### src/rtl/pksc_pkg.sv
// ----------------------------------------------------------------------------
// pksc_pkg
// Shared types, constants and the quadrature direction table for the panel
// knob and switch scanner.
// ----------------------------------------------------------------------------
package pksc_pkg;

  localparam int unsigned SwW     = 8;
  localparam int unsigned AddrPosW = 3;
  localparam int unsigned DataPosW = 2;
  localparam int unsigned TdataW  = 24;

  localparam logic [SwW-1:0] SwitchInvert = 8'o376;
  localparam logic [SwW-1:0] EventMask    = 8'o236;
  localparam int unsigned    HaltBit      = 5;

  typedef enum logic [1:0] {
    DIR_NONE = 2'd0,
    DIR_CW   = 2'd1,
    DIR_CCW  = 2'd2
  } dir_e;

  // per-transaction control shared by both knob lanes
  typedef struct packed {
    logic accept;
    logic first_scan;
    logic reverse;
  } knob_ctrl_t;

  typedef struct packed {
    logic [SwW-1:0] levels;
    logic [SwW-1:0] events;
    logic           halt;
    logic           power_off;
  } sw_res_t;

  // previous code x current code -> direction
  function automatic dir_e step_dir(input logic [1:0] prev, input logic [1:0] code);
    dir_e d;
    d = DIR_NONE;
    case ({prev, code})
      4'b00_01: d = DIR_CCW;
      4'b00_10: d = DIR_CW;
      4'b01_00: d = DIR_CW;
      4'b01_11: d = DIR_CCW;
      4'b10_00: d = DIR_CCW;
      4'b10_11: d = DIR_CW;
      4'b11_01: d = DIR_CW;
      4'b11_10: d = DIR_CCW;
      default:  d = DIR_NONE;
    endcase
    return d;
  endfunction

endpackage

### src/rtl/pksc_knob_lane.sv
// ----------------------------------------------------------------------------
// pksc_knob_lane
// One rotary encoder lane: position and sub-step counter updated from the
// previous and current Gray code, with forced position reload.
// ----------------------------------------------------------------------------
module pksc_knob_lane import pksc_pkg::*; #(
  parameter int unsigned POS_W = 3,
  parameter int unsigned STEPS = 4
) (
  input  logic             clk_i,
  input  logic             rst_ni,
  input  knob_ctrl_t       ctrl_i,
  input  logic [1:0]       code_i,
  input  logic             force_i,
  input  logic [POS_W-1:0] forced_pos_i,
  output logic [POS_W-1:0] pos_o
);

  localparam int unsigned SUB_W = (STEPS > 1) ? $clog2(STEPS) : 1;
  localparam logic [SUB_W-1:0] SUB_MAX = SUB_W'(STEPS - 1);

  // counter kept as position and sub-step so no divide is needed
  logic [POS_W-1:0] pos_q, pos_d;
  logic [SUB_W-1:0] sub_q, sub_d;
  logic [1:0]       prev_q;
  dir_e             dir;
  logic             up;

  always_comb begin
    pos_d = pos_q;
    sub_d = sub_q;
    dir   = step_dir(prev_q, code_i);
    up    = (dir == DIR_CW) ^ ctrl_i.reverse;
    if (ctrl_i.first_scan) begin
      if (force_i) begin
        pos_d = forced_pos_i;
      end
      sub_d = '0;
    end else begin
      if (force_i && (forced_pos_i != pos_q)) begin
        pos_d = forced_pos_i;
        sub_d = '0;
      end
      if (dir != DIR_NONE) begin
        if (up) begin
          if (sub_d == SUB_MAX) begin
            sub_d = '0;
            pos_d = pos_d + POS_W'(1);
          end else begin
            sub_d = sub_d + SUB_W'(1);
          end
        end else begin
          if (sub_d == '0) begin
            sub_d = SUB_MAX;
            pos_d = pos_d - POS_W'(1);
          end else begin
            sub_d = sub_d - SUB_W'(1);
          end
        end
      end
    end
  end

  always_ff @(posedge clk_i or negedge rst_ni) begin
    if (!rst_ni) begin
      pos_q  <= POS_W'(1);
      sub_q  <= '0;
      prev_q <= 2'b00;
    end else if (ctrl_i.accept) begin
      pos_q  <= pos_d;
      sub_q  <= sub_d;
      prev_q <= code_i;
    end
  end

  assign pos_o = pos_d;

endmodule

### src/rtl/pksc_switch_unit.sv
// ----------------------------------------------------------------------------
// pksc_switch_unit
// Action switch levels, rising-edge event latch and power-off latch; merges
// into the halt request.
// ----------------------------------------------------------------------------
module pksc_switch_unit import pksc_pkg::*; (
  input  logic           clk_i,
  input  logic           rst_ni,
  input  logic           accept_i,
  input  logic [SwW-1:0] raw_i,
  input  logic           power_raw_i,
  input  logic           clear_i,
  output sw_res_t        res_o
);

  logic [SwW-1:0] prev_q, events_q, events_d, levels;
  logic           power_q, power_d;

  always_comb begin
    levels   = raw_i ^ SwitchInvert;
    events_d = (clear_i ? '0 : events_q) | (levels & ~prev_q & EventMask);
    power_d  = power_q | ~power_raw_i;
    res_o.levels    = levels;
    res_o.events    = events_d;
    res_o.power_off = power_d;
    res_o.halt      = power_d | levels[HaltBit];
  end

  always_ff @(posedge clk_i or negedge rst_ni) begin
    if (!rst_ni) begin
      prev_q   <= '0;
      events_q <= '0;
      power_q  <= 1'b0;
    end else if (accept_i) begin
      prev_q   <= levels;
      events_q <= events_d;
      power_q  <= power_d;
    end
  end

endmodule

### src/rtl/panel_knob_and_switch_scanner_unit.sv
// result: an accepted scan's result appears in the output register in the next cycle
// throughput: one scan per cycle; tready is low only while a held result is not taken
// the two knob lanes and the switch unit each update from registered state on an accepted scan
// reset: async active low; knobs at position 1, codes, events and power latch cleared
// ----------------------------------------------------------------------------
// panel_knob_and_switch_scanner_unit
// Front-panel scan decoder: two quadrature knob lanes and a switch/event
// unit in parallel, merged into one registered result transaction.
// ----------------------------------------------------------------------------
module panel_knob_and_switch_scanner_unit import pksc_pkg::*; #(
  parameter int unsigned STEPS_PER_DETENT = 4
) (
  input  logic              clk_i,
  input  logic              rst_ni,
  input  logic              cfg_we_i,
  input  logic              cfg_wdata_i,
  input  logic              s_axis_tvalid,
  output logic              s_axis_tready,
  // [11:0] scan_bits, [12] power_raw, [13] clear_events, [14] set_addr_knob,
  // [17:15] addr_knob_value, [18] set_data_knob, [20:19] data_knob_value, [23:21] zero
  input  logic [TdataW-1:0] s_axis_tdata,
  output logic              m_axis_tvalid,
  input  logic              m_axis_tready,
  // [2:0] addr_knob, [4:3] data_knob, [12:5] switch_levels, [20:13] pending_events,
  // [21] halt_request, [22] power_off, [23] zero
  output logic [TdataW-1:0] m_axis_tdata
);

  logic                reverse_q;
  logic                first_scan_q;
  logic                out_valid_q;
  logic [TdataW-1:0]   out_q;
  logic                in_acc;
  knob_ctrl_t          ctrl;
  logic [AddrPosW-1:0] addr_pos;
  logic [DataPosW-1:0] data_pos;
  sw_res_t             sw_res;

  assign s_axis_tready = !out_valid_q || m_axis_tready;
  assign in_acc        = s_axis_tvalid && s_axis_tready;

  assign ctrl.accept     = in_acc;
  assign ctrl.first_scan = first_scan_q;
  assign ctrl.reverse    = reverse_q;

  pksc_knob_lane #(
    .POS_W (AddrPosW),
    .STEPS (STEPS_PER_DETENT)
  ) u_addr_lane (
    .clk_i        (clk_i),
    .rst_ni       (rst_ni),
    .ctrl_i       (ctrl),
    .code_i       (s_axis_tdata[9:8]),
    .force_i      (s_axis_tdata[14]),
    .forced_pos_i (s_axis_tdata[17:15]),
    .pos_o        (addr_pos)
  );

  pksc_knob_lane #(
    .POS_W (DataPosW),
    .STEPS (STEPS_PER_DETENT)
  ) u_data_lane (
    .clk_i        (clk_i),
    .rst_ni       (rst_ni),
    .ctrl_i       (ctrl),
    .code_i       (s_axis_tdata[11:10]),
    .force_i      (s_axis_tdata[18]),
    .forced_pos_i (s_axis_tdata[20:19]),
    .pos_o        (data_pos)
  );

  pksc_switch_unit u_switch (
    .clk_i       (clk_i),
    .rst_ni      (rst_ni),
    .accept_i    (in_acc),
    .raw_i       (s_axis_tdata[7:0]),
    .power_raw_i (s_axis_tdata[12]),
    .clear_i     (s_axis_tdata[13]),
    .res_o       (sw_res)
  );

  always_ff @(posedge clk_i or negedge rst_ni) begin
    if (!rst_ni) begin
      reverse_q    <= 1'b0;
      first_scan_q <= 1'b1;
      out_valid_q  <= 1'b0;
    end else begin
      if (cfg_we_i) begin
        reverse_q <= cfg_wdata_i;
      end
      if (in_acc) begin
        first_scan_q <= 1'b0;
        out_valid_q  <= 1'b1;
      end else if (m_axis_tready) begin
        out_valid_q <= 1'b0;
      end
    end
  end

  // merge lanes into the result register
  always_ff @(posedge clk_i) begin
    if (in_acc) begin
      out_q <= {1'b0, sw_res.power_off, sw_res.halt, sw_res.events, sw_res.levels,
                data_pos, addr_pos};
    end
  end

  assign m_axis_tvalid = out_valid_q;
  assign m_axis_tdata  = out_q;

`ifndef SYNTHESIS
  a_acc_gives_result: assert property (@(posedge clk_i) disable iff (!rst_ni)
    in_acc |=> out_valid_q)
    else $error("accepted scan did not produce a result");

  a_first_scan_once: assert property (@(posedge clk_i) disable iff (!rst_ni)
    !first_scan_q |=> !first_scan_q)
    else $error("first scan flag came back");

  a_first_until_acc: assert property (@(posedge clk_i) disable iff (!rst_ni)
    (first_scan_q && !in_acc) |=> first_scan_q)
    else $error("first scan flag cleared without a transaction");

  a_power_sticky: assert property (@(posedge clk_i) disable iff (!rst_ni)
    (out_valid_q && out_q[22] && in_acc) |=> out_q[22])
    else $error("power off latch dropped");

  a_power_halts: assert property (@(posedge clk_i) disable iff (!rst_ni)
    (out_valid_q && out_q[22]) |-> out_q[21])
    else $error("power off without halt request");
`endif

endmodule
### config.mk
export PLATFORM = sky130hd
export DESIGN_NAME = panel_knob_and_switch_scanner_unit
export DESIGN_NICKNAME = d
export VERILOG_FILES = /design/src/rtl/pksc_pkg.sv /design/src/rtl/pksc_knob_lane.sv /design/src/rtl/pksc_switch_unit.sv /design/src/rtl/panel_knob_and_switch_scanner_unit.sv
export SDC_FILE = /design/constraint.sdc
export NUM_CORES = 1
export LEC_CHECK = 0
export BUFFER_PORTS_ARGS = -buffer_cell sky130_fd_sc_hd__buf_4
export CORE_MARGIN = 5
export CORE_UTILIZATION = 45
export CTS_CLUSTER_SIZE = 14
export DETAILED_ROUTE_END_ITERATION = 10
export PLACE_DENSITY = 0.8
export SLEW_MARGIN = 25
export SYNTH_ARGS = -nofsm -noshare
export SYNTH_HDL_FRONTEND = slang
export SYNTH_SLANG_ARGS = --single-unit
### constraint.sdc
create_clock -name clk_i -period 2.15 [get_ports clk_i]
set_clock_uncertainty 0.1 [all_clocks]
set_input_delay 0.1075 -clock clk_i [delete_from_list [all_inputs] [get_ports clk_i]]
set_output_delay 0.1075 -clock clk_i [all_outputs]
set_load 0.01 [all_outputs]
==> Yosys cells after proc, flatten, opt, wreduce, memory -nomap -nowiden <==
Memories as Yosys holds them, arrays and structs flattened.
Index checks and enable logic that the tools add are counted.
{ "classes": {"n_addsub": 8, "eq_ne": 6, "mux": 33, "n_bitwise": 9, "n_reduce_logical": 10} }
{ "op_table": {"columns": ["op", "count"], "rows": [
  ["$mux 2", 22],
  ["$mux 3", 8],
  ["$and 8x8->8", 1],
  ["$mux 8", 1],
  ["$not 8->8", 1],
  ["$or 8x8->8", 1],
  ["$not 7->7", 1],
  ["$add 2x1->2 const B", 3],
  ["$reduce_bool 2->1", 3],
  ["$sub 2x1->2 const B", 3],
  ["$eq 2x1->1 const B", 2],
  ["$eq 2x2->1 const B", 2],
  ["$logic_not 2->1", 2],
  ["$add 3x1->3 const B", 1],
  ["$logic_and 1x1->1", 3],
  ["$ne 3x3->1", 1],
  ["$sub 3x1->3 const B", 1],
  ["$mux 1", 2],
  ["$ne 2x2->1", 1],
  ["$or 1x1->1", 2],
  ["$xor 1x1->1", 2],
  ["$logic_not 1->1", 1],
  ["$logic_or 1x1->1", 1],
  ["$not 1->1", 1]
]} }
{ "word_totals": {"ff_bits": 56, "romBits": 64, "in_bits": 30, "output_inout_bits": 26, "wordCells": 81, "memories": 2} }
{ "mem_list": {"columns": ["name", "words", "width", "read_ports", "rd_ports_with_merged_regs", "wr", "line", "source"], "rows": [
  ["(no name shown)", 16, 2, 1, 0, 0, "pksc_pkg.sv:41", "case ({prev, code})"],
  ["(no name shown)", 16, 2, 1, 0, 0, "pksc_pkg.sv:41", null]
]} }

==> Longest topological paths before layout <==
{ "logic_depth": {"ltp_word": 9, "ltp_mapped": 7, "mapped_depth_nobuf": 7} }

==> Hierarchy <==
From an unflattened synthesis, not the netlist that was laid out.
{ "unflattened": {"cells_unflattened": 204, "hier_area_um2": 2602.5} }
{ "modules_own_cells": {"columns": ["module", "n_inst", "cells_each", "area_per_inst_um2", "seq_area_each_um2"], "rows": [
  ["panel_knob_and_switch_scanner_unit", 1, 33, 833.3, 767.0],
  ["pksc_switch_unit", 1, 62, 654.4, 350.3],
  ["pksc_knob_lane at u_addr_lane", 1, 60, 621.8, 176.4],
  ["pksc_knob_lane at u_data_lane", 1, 49, 493.0, 151.4]
]} }

==> Worst setup path after synthesis <==
No wires, ideal clock.
{ "synth_path": {"kind": "reg2reg", "start": "reg out_valid_q, in the netlist m_axis_tvalid", "end": "reg out_q[0], in the netlist m_axis_tdata[0], enable pin", "setup_time_ns": 0.395, "t_arrival_ns": 1.690, "t_required_ns": 1.655, "slack_ns": -0.035, "path_stages_with_launch": 5, "n_path_buf": 1, "period_less_slack_ns": 2.185, "cell_sequence": "dfrtp_1 > nand2b_1 > nand2_1 > clkinv_1 > clkbuf_1"} }
{ "synth_between": {"elab_chain_len": 3} }
{ "synth_rtl": {"columns": ["item", "line", "source"], "rows": [
  ["start, declared", "panel_knob_and_switch_scanner_unit.sv:31", "logic out_valid_q;"],
  ["start signal, assigned", "panel_knob_and_switch_scanner_unit.sv:86", "out_valid_q <= 1'b0;"],
  ["start signal, assigned", "panel_knob_and_switch_scanner_unit.sv:93", "out_valid_q <= 1'b1;"],
  ["start signal, assigned", "panel_knob_and_switch_scanner_unit.sv:95", "out_valid_q <= 1'b0;"],
  ["$logic_not 1->1", "panel_knob_and_switch_scanner_unit.sv:39", "assign s_axis_tready = !out_valid_q || m_axis_tready;"],
  ["$logic_or 1x1->1", "panel_knob_and_switch_scanner_unit.sv:39", null],
  ["net s_axis_tready", "panel_knob_and_switch_scanner_unit.sv:18", "output logic s_axis_tready,"],
  ["$logic_and 1x1->1", "panel_knob_and_switch_scanner_unit.sv:40", "assign in_acc = s_axis_tvalid && s_axis_tready;"],
  ["net in_acc", "panel_knob_and_switch_scanner_unit.sv:33", "logic in_acc;"],
  ["end signal, assigned", "panel_knob_and_switch_scanner_unit.sv:103", "out_q <= {1'b0, sw_res.power_off, sw_res.halt, sw_res.events, sw_res.levels,"],
  ["end, declared", "panel_knob_and_switch_scanner_unit.sv:32", "logic [TdataW-1:0] out_q;"]
]} }
The timed path passes the listed nets, and every way through them passes these cells.
A chain may end at the register's enable or synchronous reset.

==> Worst setup path after layout <==
{ "layout_path": {"start": "in s_axis_tdata[10]", "end": "reg u_data_lane.pos_q[0]"} }
{ "layout_between": {"elab_chain_len": 6, "word_cells_on_any_way": 7, "classes_between": "1 x eq/ne; 3 x mux; 1 x bitwise; 1 x reduce/logical; 1 x memory"} }
{ "layout_rtl": {"columns": ["item", "line", "source"], "rows": [
  ["start, declared", "panel_knob_and_switch_scanner_unit.sv:21", "input logic [TdataW-1:0] s_axis_tdata,"],
  ["$mem_v2 16x2 (*)", null, null],
  ["$eq 2x1->1", "pksc_knob_lane.sv:33", "up = (dir == DIR_CW) ^ ctrl_i.reverse;"],
  ["$xor 1x1->1", "pksc_knob_lane.sv:33", null],
  ["$mux 2", "pksc_knob_lane.sv:45", "if (up) begin"],
  ["$mux 2 (*)", "pksc_knob_lane.sv:44", "if (dir != DIR_NONE) begin"],
  ["$mux 2 (*)", "pksc_knob_lane.sv:34", "if (ctrl_i.first_scan) begin"],
  ["net data_pos[0]", "panel_knob_and_switch_scanner_unit.sv:36", "logic [DataPosW-1:0] data_pos;"],
  ["end signal, assigned", "pksc_knob_lane.sv:70", "pos_q <= pos_d;"],
  ["end, declared", "pksc_knob_lane.sv:23", "logic [POS_W-1:0] pos_q, pos_d;"]
]} }
Mark *: on every way through the listed nets, which the timed path passes. The rest lies on a longest branch.

==> results.sh <==
export IMPL_post_route_min_period_ns=2.10
export IMPL_syn_avg_cell_area_um2=11.0
export IMPL_crit_reg2reg_launch="u_addr_lane.pos_q[2]"
export IMPL_routed_top_layer="met4"
export IMPL_async_flop_share_pct=56.6
export IMPL_drt_iter0_drc=80
export IMPL_status="completed"
export IMPL_path_cells="dlygate4sd3_1 > buf_4 > xor2_1 > or3_4 > a211oi_4 > o21ai_1 > xor2_1 > mux2_2"
export IMPL_synth_cell_types=46
export IMPL_cts_root_buf="clkbuf_8"
export IMPL_cts_tree="yes"
export IMPL_total_power_uw=2870
export IMPL_initial_core_util_pct=46.9
export IMPL_wirelength_um=5110
export IMPL_fmax_mhz=476
export IMPL_setup_violations=0
export IMPL_worstPathArrival_ns=2.24
export IMPL_wl_met2_um=2620
export IMPL_post_drt_wl_per_cell_um=13.3
export IMPL_synth_top_cell_area_share_pct=26.6
export IMPL_hp_start="s_axis_tdata[14]"
export IMPL_grt_start_max_net_pins=36
export IMPL_ant_nets=0
export IMPL_grt_pass1_vias=1949
export IMPL_power_leakage_uw=0.00147
export IMPL_hpwlAfterDp_um=3590
export IMPL_ys_top_cells_by_area="edfxtp_1 (27%), dfrtp_1 (26%), nand2_1 (4.8%), xor2_1 (4.0%), o21ai_0 (3.5%)"
export IMPL_yosysTopAreaCell="edfxtp_1"
export IMPL_grt_overflow_total=0
export IMPL_port_buffers=51
export IMPL_syn_to_final_growth_pct=30.7
export IMPL_synth_ff_type="dfrtp_1"
export IMPL_synth_edff_count=23
export IMPL_gp_congestion=0.822
export IMPL_drv_cap=0
export IMPL_critPathMaxStageDelay_ns=0.55
export IMPL_critPathCaptureType="flop"
export IMPL_cts_buffers=5
export IMPL_syn_inst=236
export IMPL_wl_met1_um=2120
export IMPL_dp_cells=355
export IMPL_r2r_end="u_addr_lane.pos_q[2]"
export IMPL_grt_antenna_before_repair=0
export IMPL_slew_viol_final=0
export IMPL_drt_first_pass_iters=4
export IMPL_path_clk_slew_ns=0.09
export IMPL_hold_end="u_addr_lane.pos_q[2]"
export IMPL_synth_area_um2=2600
export IMPL_ir_drop_mv=0.336
export IMPL_fin_nets=342
export IMPL_dr_wl_met3_um=322
export IMPL_drive_gt1_share_pct=28.6
export IMPL_die_w_um=86.0
export IMPL_fp_dieH_um=86.0
export IMPL_period_share_pct=97.7
export IMPL_ys_ff_latch=53
export IMPL_final_cells=383
export IMPL_path_class="primary input to flop"
export IMPL_vias=1916
export IMPL_grtUsageTotal_pct=14.2
export IMPL_worstPathRequired_ns=2.29
export IMPL_synth_top_cells_by_count="nand2_1 (33), dfrtp_1 (27), edfxtp_1 (23)"
export IMPL_yosysSeqAreaShare_pct=55.7
export IMPL_yosysMostFrequentCell="nand2_1"
export IMPL_syn_nets=268
export IMPL_yosysWarnings=0
export IMPL_rows=27
export IMPL_grt_pass1_wl_um=8500
export IMPL_coreArea_um2=5540
export IMPL_crit_buf_inv=2
export IMPL_crit_path_start_kind="primary input"
export IMPL_hold_depth=3
export IMPL_clkLatencyLatePin_ns=0.30
export IMPL_vias_per_cell=5.00
export IMPL_cts_sinks=53
export IMPL_p_per_area_nw_per_um2=846
export IMPL_cts_path_max_buffers=2
export IMPL_slowest_stage="dlygate4sd3_1"
export IMPL_hold_path_class="primary input to flop"
export IMPL_io_pins=56
export IMPL_critPathTopFamily="buffers and inverters"
export IMPL_r2r_cells=6
export IMPL_crit_path_frequent_cell="xor2_1"
export IMPL_die_area_um2=7390
export IMPL_post_route_util_pct=61.2
export IMPL_cts_max_level=2
export IMPL_antenna_cells=0
export IMPL_crit_fanout=4
export IMPL_ff2ff_setup_slack_ns=0.14
export IMPL_route_detailed_drc=0
export IMPL_hold_viol=0
-- registers in the layout (all words and copies together) (netlist names) --
register / cells
m_axis_tdata: 23
u_switch.events_q: 8
u_switch.prev_q: 5
u_addr_lane.pos_q: 3
u_addr_lane.prev_q: 2
u_addr_lane.sub_q: 2
u_data_lane.pos_q: 2
u_data_lane.prev_q: 2
u_data_lane.sub_q: 2
first_scan_q: 1
m_axis_tvalid: 1
reverse_q: 1
u_switch.power_q: 1
-- through the flow --
| step | hold slack, ns | TNS, ns | instance area, µm² | setup WS, ns |
|---|---|---|---|---|
| floorplan | -0.288 | 0 | 2600 | 0.174 |
| global placement | -0.0390 | 0 | 3060 | 0.143 |
| detailed placement | -0.0409 | 0 | 3060 | 0.0986 |
| CTS | 0.00557 | 0 | 3330 | 0.0353 |
| global route | 0.0235 | -0.0131 | 3390 | -0.0131 |
| finish | 0.0133 | 0 | 3390 | 0.0503 |
-- metal layers --
layer / up-vias / global-route usage [%]
met1: 905 / 16.9
met3: 7 / 3.55
met2: 53 / 25.4
met4: 0 / 3.88
li1: 951 / -
met5: - / 0
-- how the worst max path moves through the flow --
stage                    startpoint              endpoint  slack, ns  cells after the start
2_1_floorplan  u_addr_lane.pos_q[0]  u_addr_lane.pos_q[2]       0.17                      6
3_3_place_gp   u_addr_lane.pos_q[0]  u_addr_lane.pos_q[2]       0.14                      6
3_5_place_dp   u_addr_lane.pos_q[0]  u_addr_lane.pos_q[2]        0.1                      6
4_1_cts            s_axis_tdata[11]  u_data_lane.pos_q[1]       0.04                      8
5_1_grt            s_axis_tdata[10]  u_data_lane.pos_q[0]      -0.01                      8
6_report           s_axis_tdata[10]  u_data_lane.pos_q[0]       0.05                      8
-- cells in the final DEF (no fill, tap or decap), types with 3 or more instances in the layout --
cell type / n
clkbuf_8: 5
xor2_1: 11
nand2_1: 33
nor2_1: 9
o22ai_1: 6
mux2_2: 4
edfxtp_1: 23
dfrtp_1: 27
dfstp_2: 3
buf_4: 58
and2_1: 3
a21boi_0: 3
o21ai_1: 3
inv_1: 18
dlygate4sd3_1: 18
a21oi_1: 8
xnor2_2: 3
nor2b_1: 4
nor3_1: 4
o21ai_0: 17
nand2b_1: 4
xnor2_1: 4
mux2i_1: 6
-- cell type report --
| cell class | count | area [µm²] |
|---|---|---|
| sequential | 53 | 1450 |
| inverter | 19 | 71.3 |
| clock inverter | 2 | 15.0 |
| clock buffer | 6 | 72.6 |
| tap | 72 | 90.1 |
| fill | 465 | 2150 |
| timing repair buffer | 76 | 616 |
| multi-input combinational | 155 | 1080 |
-- where the power goes --
part / internal [µW] / switching, µW / leakage, µW
clock: 230 / 325 / 0.0000374
sequential: 1250 / 132 / 0.000576
combinational: 452 / 477 / 0.000860
-- worst min-delay path, delay by kind of cell --
kind                   cells  cell delay [ns]
buffers and inverters      1             0.14
AND/OR/NAND/NOR            1             0.06
AO/OA/AOI/OAI              1             0.07
-- kinds of logic after synthesis --
kind of cell	count (synthesis)	synth area share [%]
flops	53	55.7
mux	10	4.05
other cells	1	0.144
xor+xnor	21	7.66
buf+inv	28	4.38
simple gates	69	12.7
fa+ha+maj	2	0.964
compound gates	52	14.5
-- what timing repair did --
item,4_1_cts,5_1_grt
gates resized for setup,0,7
hold endpoints to repair,54,0
endpoints found under the setup margin,0,8
setup buffers,0,2
hold buffers,18,0
Power figures use the tool's default switching activity.
